<file path="src/rtl/core/lhl_pkg.sv">
// shared types, codes and helpers of the latency histogram block
// no dependencies; imported by every module of the block
package lhl_pkg;

    // fixed field widths
    localparam int SAMPLE_W = 32;
    localparam int CNT_W    = 32;
    localparam int SUM_W    = 64;
    localparam int WIDTH_W  = 16;
    localparam int INDEX_W  = 6;
    localparam int MODE_W   = 2;
    localparam int CFG_IDX_W = 2;
    localparam int CFG_W    = 32;

    // item modes
    localparam logic [MODE_W-1:0] MODE_RECORD    = 2'd0;
    localparam logic [MODE_W-1:0] MODE_READ_LOG  = 2'd1;
    localparam logic [MODE_W-1:0] MODE_READ_TAIL = 2'd2;

    // configuration register indexes
    localparam logic [CFG_IDX_W-1:0] CFG_TAIL_START = 2'd0;
    localparam logic [CFG_IDX_W-1:0] CFG_TAIL_END   = 2'd1;
    localparam logic [CFG_IDX_W-1:0] CFG_TAIL_WIDTH = 2'd2;

    // configuration reset values
    localparam logic [SAMPLE_W-1:0] TAIL_START_RST = 32'd0;
    localparam logic [SAMPLE_W-1:0] TAIL_END_RST   = 32'd64;
    localparam logic [WIDTH_W-1:0]  TAIL_WIDTH_RST = 16'd1;

    // sequencer states
    typedef enum logic [2:0] {
        ST_CLEAR,
        ST_IDLE,
        ST_PREP,
        ST_DIV,
        ST_READ,
        ST_UPDATE
    } t_state;

    // bin store commands from the sequencer
    typedef struct packed {
        logic log_clr;
        logic log_rd;
        logic log_inc;
        logic tail_clr;
        logic tail_rd;
        logic tail_inc;
    } t_store_ctl;

    // saturating counter increment
    function automatic logic [CNT_W-1:0] sat_inc(input logic [CNT_W-1:0] c);
        return (c == '1) ? c : c + CNT_W'(1);
    endfunction

endpackage

</file>
<file path="src/rtl/core/lhl_div.sv">
// restoring radix-2 divider, one quotient bit per cycle
// depends on lhl_pkg for the operand widths
module lhl_div
    import lhl_pkg::*;
(
    input  logic                i_clk,
    input  logic                i_rst_n,
    input  logic                i_start,
    input  logic [SAMPLE_W-1:0] i_dividend,
    input  logic [WIDTH_W-1:0]  i_divisor,
    output logic                o_done,
    output logic [SAMPLE_W-1:0] o_quotient
);

    localparam int STEP_W = $clog2(SAMPLE_W);
    localparam logic [STEP_W-1:0] LAST_STEP = STEP_W'(SAMPLE_W - 1);

    logic                r_busy;
    logic                r_done;
    logic [STEP_W-1:0]   r_step;
    logic [SAMPLE_W-1:0] r_quo;
    logic [WIDTH_W-1:0]  r_rem;
    logic [WIDTH_W-1:0]  r_dvs;

    logic [WIDTH_W:0]    w_trial;
    logic [WIDTH_W+1:0]  w_diff;
    logic                w_fits;
    logic [WIDTH_W-1:0]  n_rem;
    logic [SAMPLE_W-1:0] n_quo;

    // shared subtract and compare of one step
    always_comb begin
        w_trial = {r_rem, r_quo[SAMPLE_W-1]};
        w_diff  = {1'b0, w_trial} - {2'b00, r_dvs};
        w_fits  = !w_diff[WIDTH_W+1];
        n_rem   = w_fits ? w_diff[WIDTH_W-1:0] : w_trial[WIDTH_W-1:0];
        n_quo   = {r_quo[SAMPLE_W-2:0], w_fits};
    end

    // step control
    always_ff @(posedge i_clk) begin
        if (!i_rst_n) begin
            r_busy <= 1'b0;
            r_done <= 1'b0;
            r_step <= '0;
        end else begin
            r_done <= 1'b0;
            if (i_start) begin
                r_busy <= 1'b1;
                r_step <= '0;
            end else if (r_busy) begin
                r_step <= r_step + STEP_W'(1);
                if (r_step == LAST_STEP) begin
                    r_busy <= 1'b0;
                    r_done <= 1'b1;
                end
            end
        end
    end

    // operand and partial remainder registers
    always_ff @(posedge i_clk) begin
        if (i_start) begin
            r_quo <= i_dividend;
            r_rem <= '0;
            r_dvs <= i_divisor;
        end else if (r_busy) begin
            r_quo <= n_quo;
            r_rem <= n_rem;
        end
    end

    assign o_done     = r_done;
    assign o_quotient = r_quo;

endmodule

</file>
<file path="config.mk">
export PLATFORM = sky130hd
export DESIGN_NAME = lhl_div
export DESIGN_NICKNAME = d
export VERILOG_FILES = /design/src/rtl/core/lhl_pkg.sv /design/src/rtl/core/lhl_div.sv
export SDC_FILE = /design/constraint.sdc
export NUM_CORES = 1
export LEC_CHECK = 0
export BUFFER_PORTS_ARGS = -buffer_cell sky130_fd_sc_hd__buf_2
export CORE_MARGIN = 3
export CORE_UTILIZATION = 35
export DETAILED_ROUTE_END_ITERATION = 10
export MAX_ROUTING_LAYER = met4
export PLACE_DENSITY = 0.59
export SLEW_MARGIN = 20
export SYNTH_ARGS = -nofsm -noshare
export SYNTH_HDL_FRONTEND = slang
export SYNTH_SLANG_ARGS = --single-unit
</file>
<file path="constraint.sdc">
create_clock -name i_clk -period 3.55 [get_ports i_clk]
set_clock_uncertainty 0.2 [all_clocks]
set_input_delay 0.1775 -clock i_clk [delete_from_list [all_inputs] [get_ports i_clk]]
set_output_delay 0.1775 -clock i_clk [all_outputs]
set_load 0.02 [all_outputs]
</file>
==> results.md, run 1 <==
- Status: complete, no violations
- Via Count: 2959
- Postcts setup bufs: 0
- Commonest cells post-synth: 48 x edfxtp_1, 31 x mux2_2, 25 x nor2_1
- Flop pwr share: 47.9%
- Min-delay worst type: primary input to flop
- Crit Path Class: flop to flop
- Routability cong.: 0.8742
- Final period util: around three quarters
- Simple-gate area share of the yosys netlist: a little over a tenth
- Post-DP HPWL: 6187 µm
- Cell taking the most area after synthesis: edfxtp_1
- Top FF cell, synth: edfxtp_1
- Slew HR: 42.91%
- DP Area: 0.004309 mm²
- Drt total wl: 9120 µm
- Post-synthesis sequential area ratio: 50.75%
- R2R Path End: r_rem[12]
- # diodes: 0
- Mux cell area share after synthesis: about a tenth
- CP startpoint: o_quotient[31]
- Crit-path max FO: 3
- Number of global-route vias before repair: 2899
- Rows: 37
- I/O Buffers: 83
- Post-synthesis compound-gate area fraction: 15.29%
- Critical Path RT: 3610 ps
- Setup violators final: 0
- # Max-Cap Violations: 0
- Fmax: roughly 0.37 GHz
- Area growth syn-to-layout: 33.39%
- Synth area leaders: edfxtp_1 38%, dfxtp_1 12%, mux2_2 9.3%, ha_1 6.0%, nor2_1 2.5%
- Drt drc: 0
- Leakage: 0.002078 µW
- Switching part of the total power: 28.54%
- Synth top area share: 38.46%
- Hold depth: 4
- Pint: 1474 µW
- GRT Total Usage: 15.79%
- Fin util: 48.20%
- Pre-Repair DR Iteration Count: 4
- Power Dens Cells: roughly 410 mW/mm²
- Antenna Nets Post-Route: 0
- I/O pin cnt: 84
- Reg clk slew, reported paths: 80 ps
- Layout cells sized above 1: roughly 31%
- Slew Limit Fails: 0
- Core area: 0.01037 mm²
- Final Cell Area: 0.004999 mm²
- Clk sink count: 71
- Clock share of power: between 30% and 40%
- Grt total ovfl: 0
- Yosys reg bits: 71
- Die Y: 109.5 µm
- CTS tree: built
- Sw Pwr: approximately 600 µW
- Final #Nets: 532
- Starting density of the core: approximately 36%
- R2r setup slk: approximately 820 ps
- Final Hold Fails: 0
- Mean area per synthesized cell: 11.46 µm²
- Number of flops mapped to enable cells by yosys: 48
- Post-Synth XOR/XNOR Area: 3.272%
- Synth warnings: 0
- Die ar.: roughly 0.012 mm²
- Unrepaired setup endpoints after global routing: no
- Tightest Pin Transition: 853.2 ps
- Chip width: around 110 µm
- Min Tclk post-route: ~2700 ps
- CP Capture Type: flop
- Syn nets: ~400
- Cells after Synth: approximately 330
- Detailed Route Iter0 Violations: 174
- Routed vias/inst: around 4.9
- Hold wc startpoint: i_start
- Largest net degree at the start of global routing: 60
- R2R Path Start: o_quotient[31]
- CTS buffer count: 9
- Worst skew pair latency: 350 ps
- First-pass GRT wire length: 14330 µm
- Worst reg2reg path depth: 10
- H-Tree Depth: 3
- Asr flop ratio synth: 0%
- Total Power: between 2000 and 2500 µW
- Mapped cell area: 0.003747 mm²
- Largest family of logic cells by synthesized area: compound AO/OA/AOI/OAI gates
- Kind of launch point of the worst setup path: flop
- Antenna violations before repair: 0
- Arrival time at the worst endpoint: roughly 2800 ps
- Hold EP: r_rem[15]
- # placed instances: 538
- Root Buffer Master: clkbuf_8
- Most common cell in the netlist: edfxtp_1
- Distinct cells, synth: 61
- Layout fillers: slightly below 1000
- Max Buffers Root-to-Sink: 2
- Synth Area in Adders: about 6.5%
- Post-Layout Cell Count: 603
- VDD IR max: 0.2531 mV
- Post-route setup TNS: 0 ps
- Logic pwr share: 20.0%
- Drt wl/cell: about 15 µm
==> flip-flops by register name (all words and copies together) (netlist names) <==
register,count
o_done,1
o_quotient,32
r_busy,1
r_dvs,16
r_rem,16
r_step,5
==> cells in the final DEF, fill, tap and decap left out, types with 3 or more instances in the layout <==
cell type	instances
buf_2	83
nand3_1	5
mux2_2	31
inv_1	23
o31ai_1	4
clkinv_4	3
a311oi_1	4
o21ai_0	7
buf_4	4
xnor2_1	6
dfxtp_1	23
a21oi_1	13
nor2_1	25
dlygate4sd3_1	49
nand4_1	5
clkbuf_8	9
o21ai_1	6
ha_1	18
a211oi_1	3
xor2_1	8
and3_1	4
nand2b_1	4
a21o_1	3
edfxtp_1	48
nand2_1	18
a41oi_1	4
and2_1	5
o211ai_1	3
nor3_1	5
==> logic make-up after synthesis <==
family,after synthesis
buffers and inverters,35
adder cells (fa/ha/maj),19
multiplexers,33
AND/OR/NAND/NOR,81
flip-flops,71
XOR/XNOR,14
AO/OA/AOI/OAI,74
==> through the flow <==
step / setup WS [ps] / hold WS, ps
floorplan: 907.4 / 76.37
global placement: 899.7 / 153.4
detailed placement: 810.2 / 155.6
CTS: 782.5 / 130.5
global route: 524.2 / 172.4
finish: 824.4 / 147.9
==> metal layers <==
metal  global-route usage (%)  vias to the layer above  wire length (µm)
met3                    2.349                        6               301
met2                    24.11                       51              4503
met1                    21.63                     1413              4219
met5                        -                        -                 0
li1                         -                     1489                 -
met4                    5.165                        0                95
==> what timing repair did <==
| action | CTS | global route |
|---|---|---|
| hold buffers | 49 | 0 |
| resized for setup | 0 | 0 |
| endpoints found under the setup margin | 0 | 0 |
| hold endpoints to repair | 50 | 0 |
==> cell type report <==
| class | count | area, µm² | share of cell area, % |
|---|---|---|---|
| clock buffers | 10 | 127.6 | 2.553 |
| clock inverters | 6 | 71.32 | 1.427 |
| inverters | 23 | 86.33 | 1.727 |
| multi-input cells | 221 | 1705 | 34.12 |
| flip-flops and latches | 71 | 1902 | 38.05 |
| well taps | 136 | 170.2 | 3.404 |
| repair buffers | 136 | 935.9 | 18.72 |
==> worst max-delay path, cell delays in order (launching register included) <==
cell       delay (ps)
edfxtp_1          430
inv_1              80
ha_1              150
inv_1              50
fa_1              410
a211oi_1          400
o21ai_1           140
a2111oi_0         330
or3_1             180
xor2_1             60
o31ai_1           210
==> worst max path at each step <==
stage,end,slack (ps),cells past startpoint
final,r_rem[12],820,10
after global routing,r_rem[12],520,10
after CTS,r_rem[12],780,10
after detailed placement,r_rem[12],810,10
after global placement,r_rem[12],900,10
after floorplan,r_rem[12],910,10
==> power by group through the flow <==
| stage | sequential (µW) | combinational (µW) | clock [µW] |
|---|---|---|---|
| after floorplan | 1050 | 206 | 0 |
| after global placement | 1000 | 365 | 0 |
| after detailed placement | 1010 | 369 | 0 |
| after CTS | 990 | 413 | 682 |
| after global routing | 998 | 452 | 709 |
| final | 989 | 412 | 662 |
No activity file was read; power rests on OpenSTA's default activity.
==> inputs of run 2 (changes only) <==
PLACE_DENSITY = 0.61   (was 0.59)
clock period = 2.2 ns   (was 3.55 ns; I/O delays follow)
==> run 2 against run 1 <==
- the flow now finishes with violations (negative setup slack)
- flip-flop and latch count unchanged
- wire length increased by 17%
- clock power increased by 71%
- largest power group unchanged
- die area unchanged
- critical path depth increased by 1
- final cell count increased by 13%
- setup slack got worse by 1100 ps
- core utilization increased by 9.6 points
==> results.md, run 2 (synthesis results as in run 1) <==
- Status: finished, violations left
- Failing checks: negative setup slack
- Leakage: approximately 0.0026 µW
- Setup violators final: 17
- Grt total ovfl: 0
- Hold wc startpoint: i_start
- Register area: 0.001902 mm²
- CTS tree: built
- Rows: 37
- Number of global-route vias before repair: 3222
- Detailed Route Iter0 Violations: 154
- Drt total wl: around 11000 µm
- Post-DP HPWL: between 6000 and 7000 µm
- Kind of launch point of the worst setup path: flop
- # diodes: 0
- Antenna violations before repair: 0
- Arrival time at the worst endpoint: 2520 ps
- I/O pin cnt: 84
- H-Tree Depth: 3
- Worst skew pair latency: 360 ps
- Sw Pwr: 1038 µW
- Max reg flops: 32
- Final #Nets: 613
- Min Tclk post-route: 2456 ps
- Pre-Repair DR Iteration Count: 4
- Clock share of power: 31.1%
- Flop pwr share: a little over two fifths
- Drt wl/cell: 15.57 µm
- CP startpoint: o_quotient[31]
- Crit-path max FO: 2
- Drt drc: 0
- Antenna Nets Post-Route: 0
- Most common cell after layout, fill and taps aside: buf_2
- Final worst setup slack: -255.9 ps
- Final Hold Fails: 0
- Pint: 2607 µW
- Critical Path RT: 2270 ps
- Die Y: 109.5 µm
- Fmax: 0.4072 GHz
- Clk sink count: approximately 70
- Worst hold slack: 107.2 ps
- VDD IR max: 0.4232 mV
- Tightest Pin Transition: 761.7 ps
- First-pass GRT wire length: 15920 µm
- Largest net degree at the start of global routing: 61
- Unrepaired setup endpoints after global routing: yes
- Post-Place Worst Slack: -289.2 ps
- Slew Limit Fails: 0
- Switching part of the total power: around 28%
- Most frequent cells in the layout: 83 x buf_2, 71 x buf_4, 49 x dlygate4sd3_1
- GRT Total Usage: between 10% and 20%
- Root Buffer Master: clkbuf_8
- Final period util: 111.6%
- Layout cells sized above 1: 48.18%
- Routability cong.: roughly 0.9
- # Max-Cap Violations: 0
- Power Dens Cells: 607.9 mW/mm²
- CTS buffer count: 9
- R2R Path Start: o_quotient[31]
- Area growth syn-to-layout: 60.00%
- Area occupied by multi-input gates: between 0.0015 and 0.002 mm²
- Chip width: 109.5 µm
- CP Capture Type: flop
- Layout fillers: 861
- Via Count: roughly 3400
- Routed vias/inst: 4.990
- Die ar.: 0.01198 mm²
- Starting density of the core: between 30% and 40%
- I/O Buffers: 83
- Core area: 0.01037 mm²
- Max Buffers Root-to-Sink: 2
- Reg clk slew, reported paths: about 90 ps
- Min-delay worst type: primary input to flop
- Slew HR: 49.03%
- Logic pwr share: 25.0%
- Total Power: 3645 µW
- Crit Path Class: flop to flop
## run 2: changes by cell type in the layout (fill, tap and decap cells not counted), sizes merged
cell      before  now
buf           87  168
clkinvlp       2    0
clkbuf        10   12
## run 2: cell type report
cell class,instances,share of cell area (%)
clock buffers,12,2.609
clock inverters,4,0.8765
inverters,23,1.440
multi-input cells,221,33.31
flip-flops and latches,71,31.72
well taps,136,2.838
repair buffers,217,27.21
## run 2: power groups by stage
stage               clock, µW  sequential [µW]  combinational, µW
floorplan                   0             1700                335
global placement            0             1620                694
detailed placement          0             1620                701
CTS                      1160             1600                847
global route             1220             1620                977
finish                   1130             1600                909
## run 2: critical path, cell delays in order, from the launching register on
cell	delay, ps
edfxtp_1	400
inv_2	80
ha_4	130
inv_2	40
fa_2	390
a211oi_4	290
o21ai_2	110
buf_4	150
a21oi_4	150
xnor2_2	120
o21ai_1	70
a311oi_1	260
## run 2: what timing repair did
action                                 4_1_cts  5_1_grt
endpoints found under the hold margin       55        0
gates resized for setup                     22       35
setup buffers                               20        6
pin swaps                                    8       22
hold buffers                                49        0
setup endpoints to repair                   17       17
## run 2: per-stage QoR
stage / util (%) / cells / setup TNS [ps] / instance area, µm²
2_1_floorplan: - / 327 / -696.3 / 3755
3_3_place_gp: 46.16 / 594 / -2201 / 4787
3_5_place_dp: 46.16 / 594 / -1986 / 4787
4_1_cts: 55.66 / 679 / -1446 / 5772
5_1_grt: 57.82 / 684 / -4219 / 5996
6_report: 57.82 / 684 / -2777 / 5996
## run 2: worst paths after layout
kind         cells after the start  slack [ps]        end
min reg2reg                      2         310  r_step[4]
min                              2         110  r_dvs[12]
max reg2reg                     11        -260  r_rem[10]
max                             11        -260  r_rem[10]
## run 2: layer usage
layer | routed length, µm | part of all wire, % | GRT usage [%]
met5 | 0 | 0 | -
met4 | 174 | 1.6 | 6.589
met3 | 417 | 3.9 | 3.288
met2 | 5396 | 51 | 27.38
met1 | 4661 | 44 | 22.85
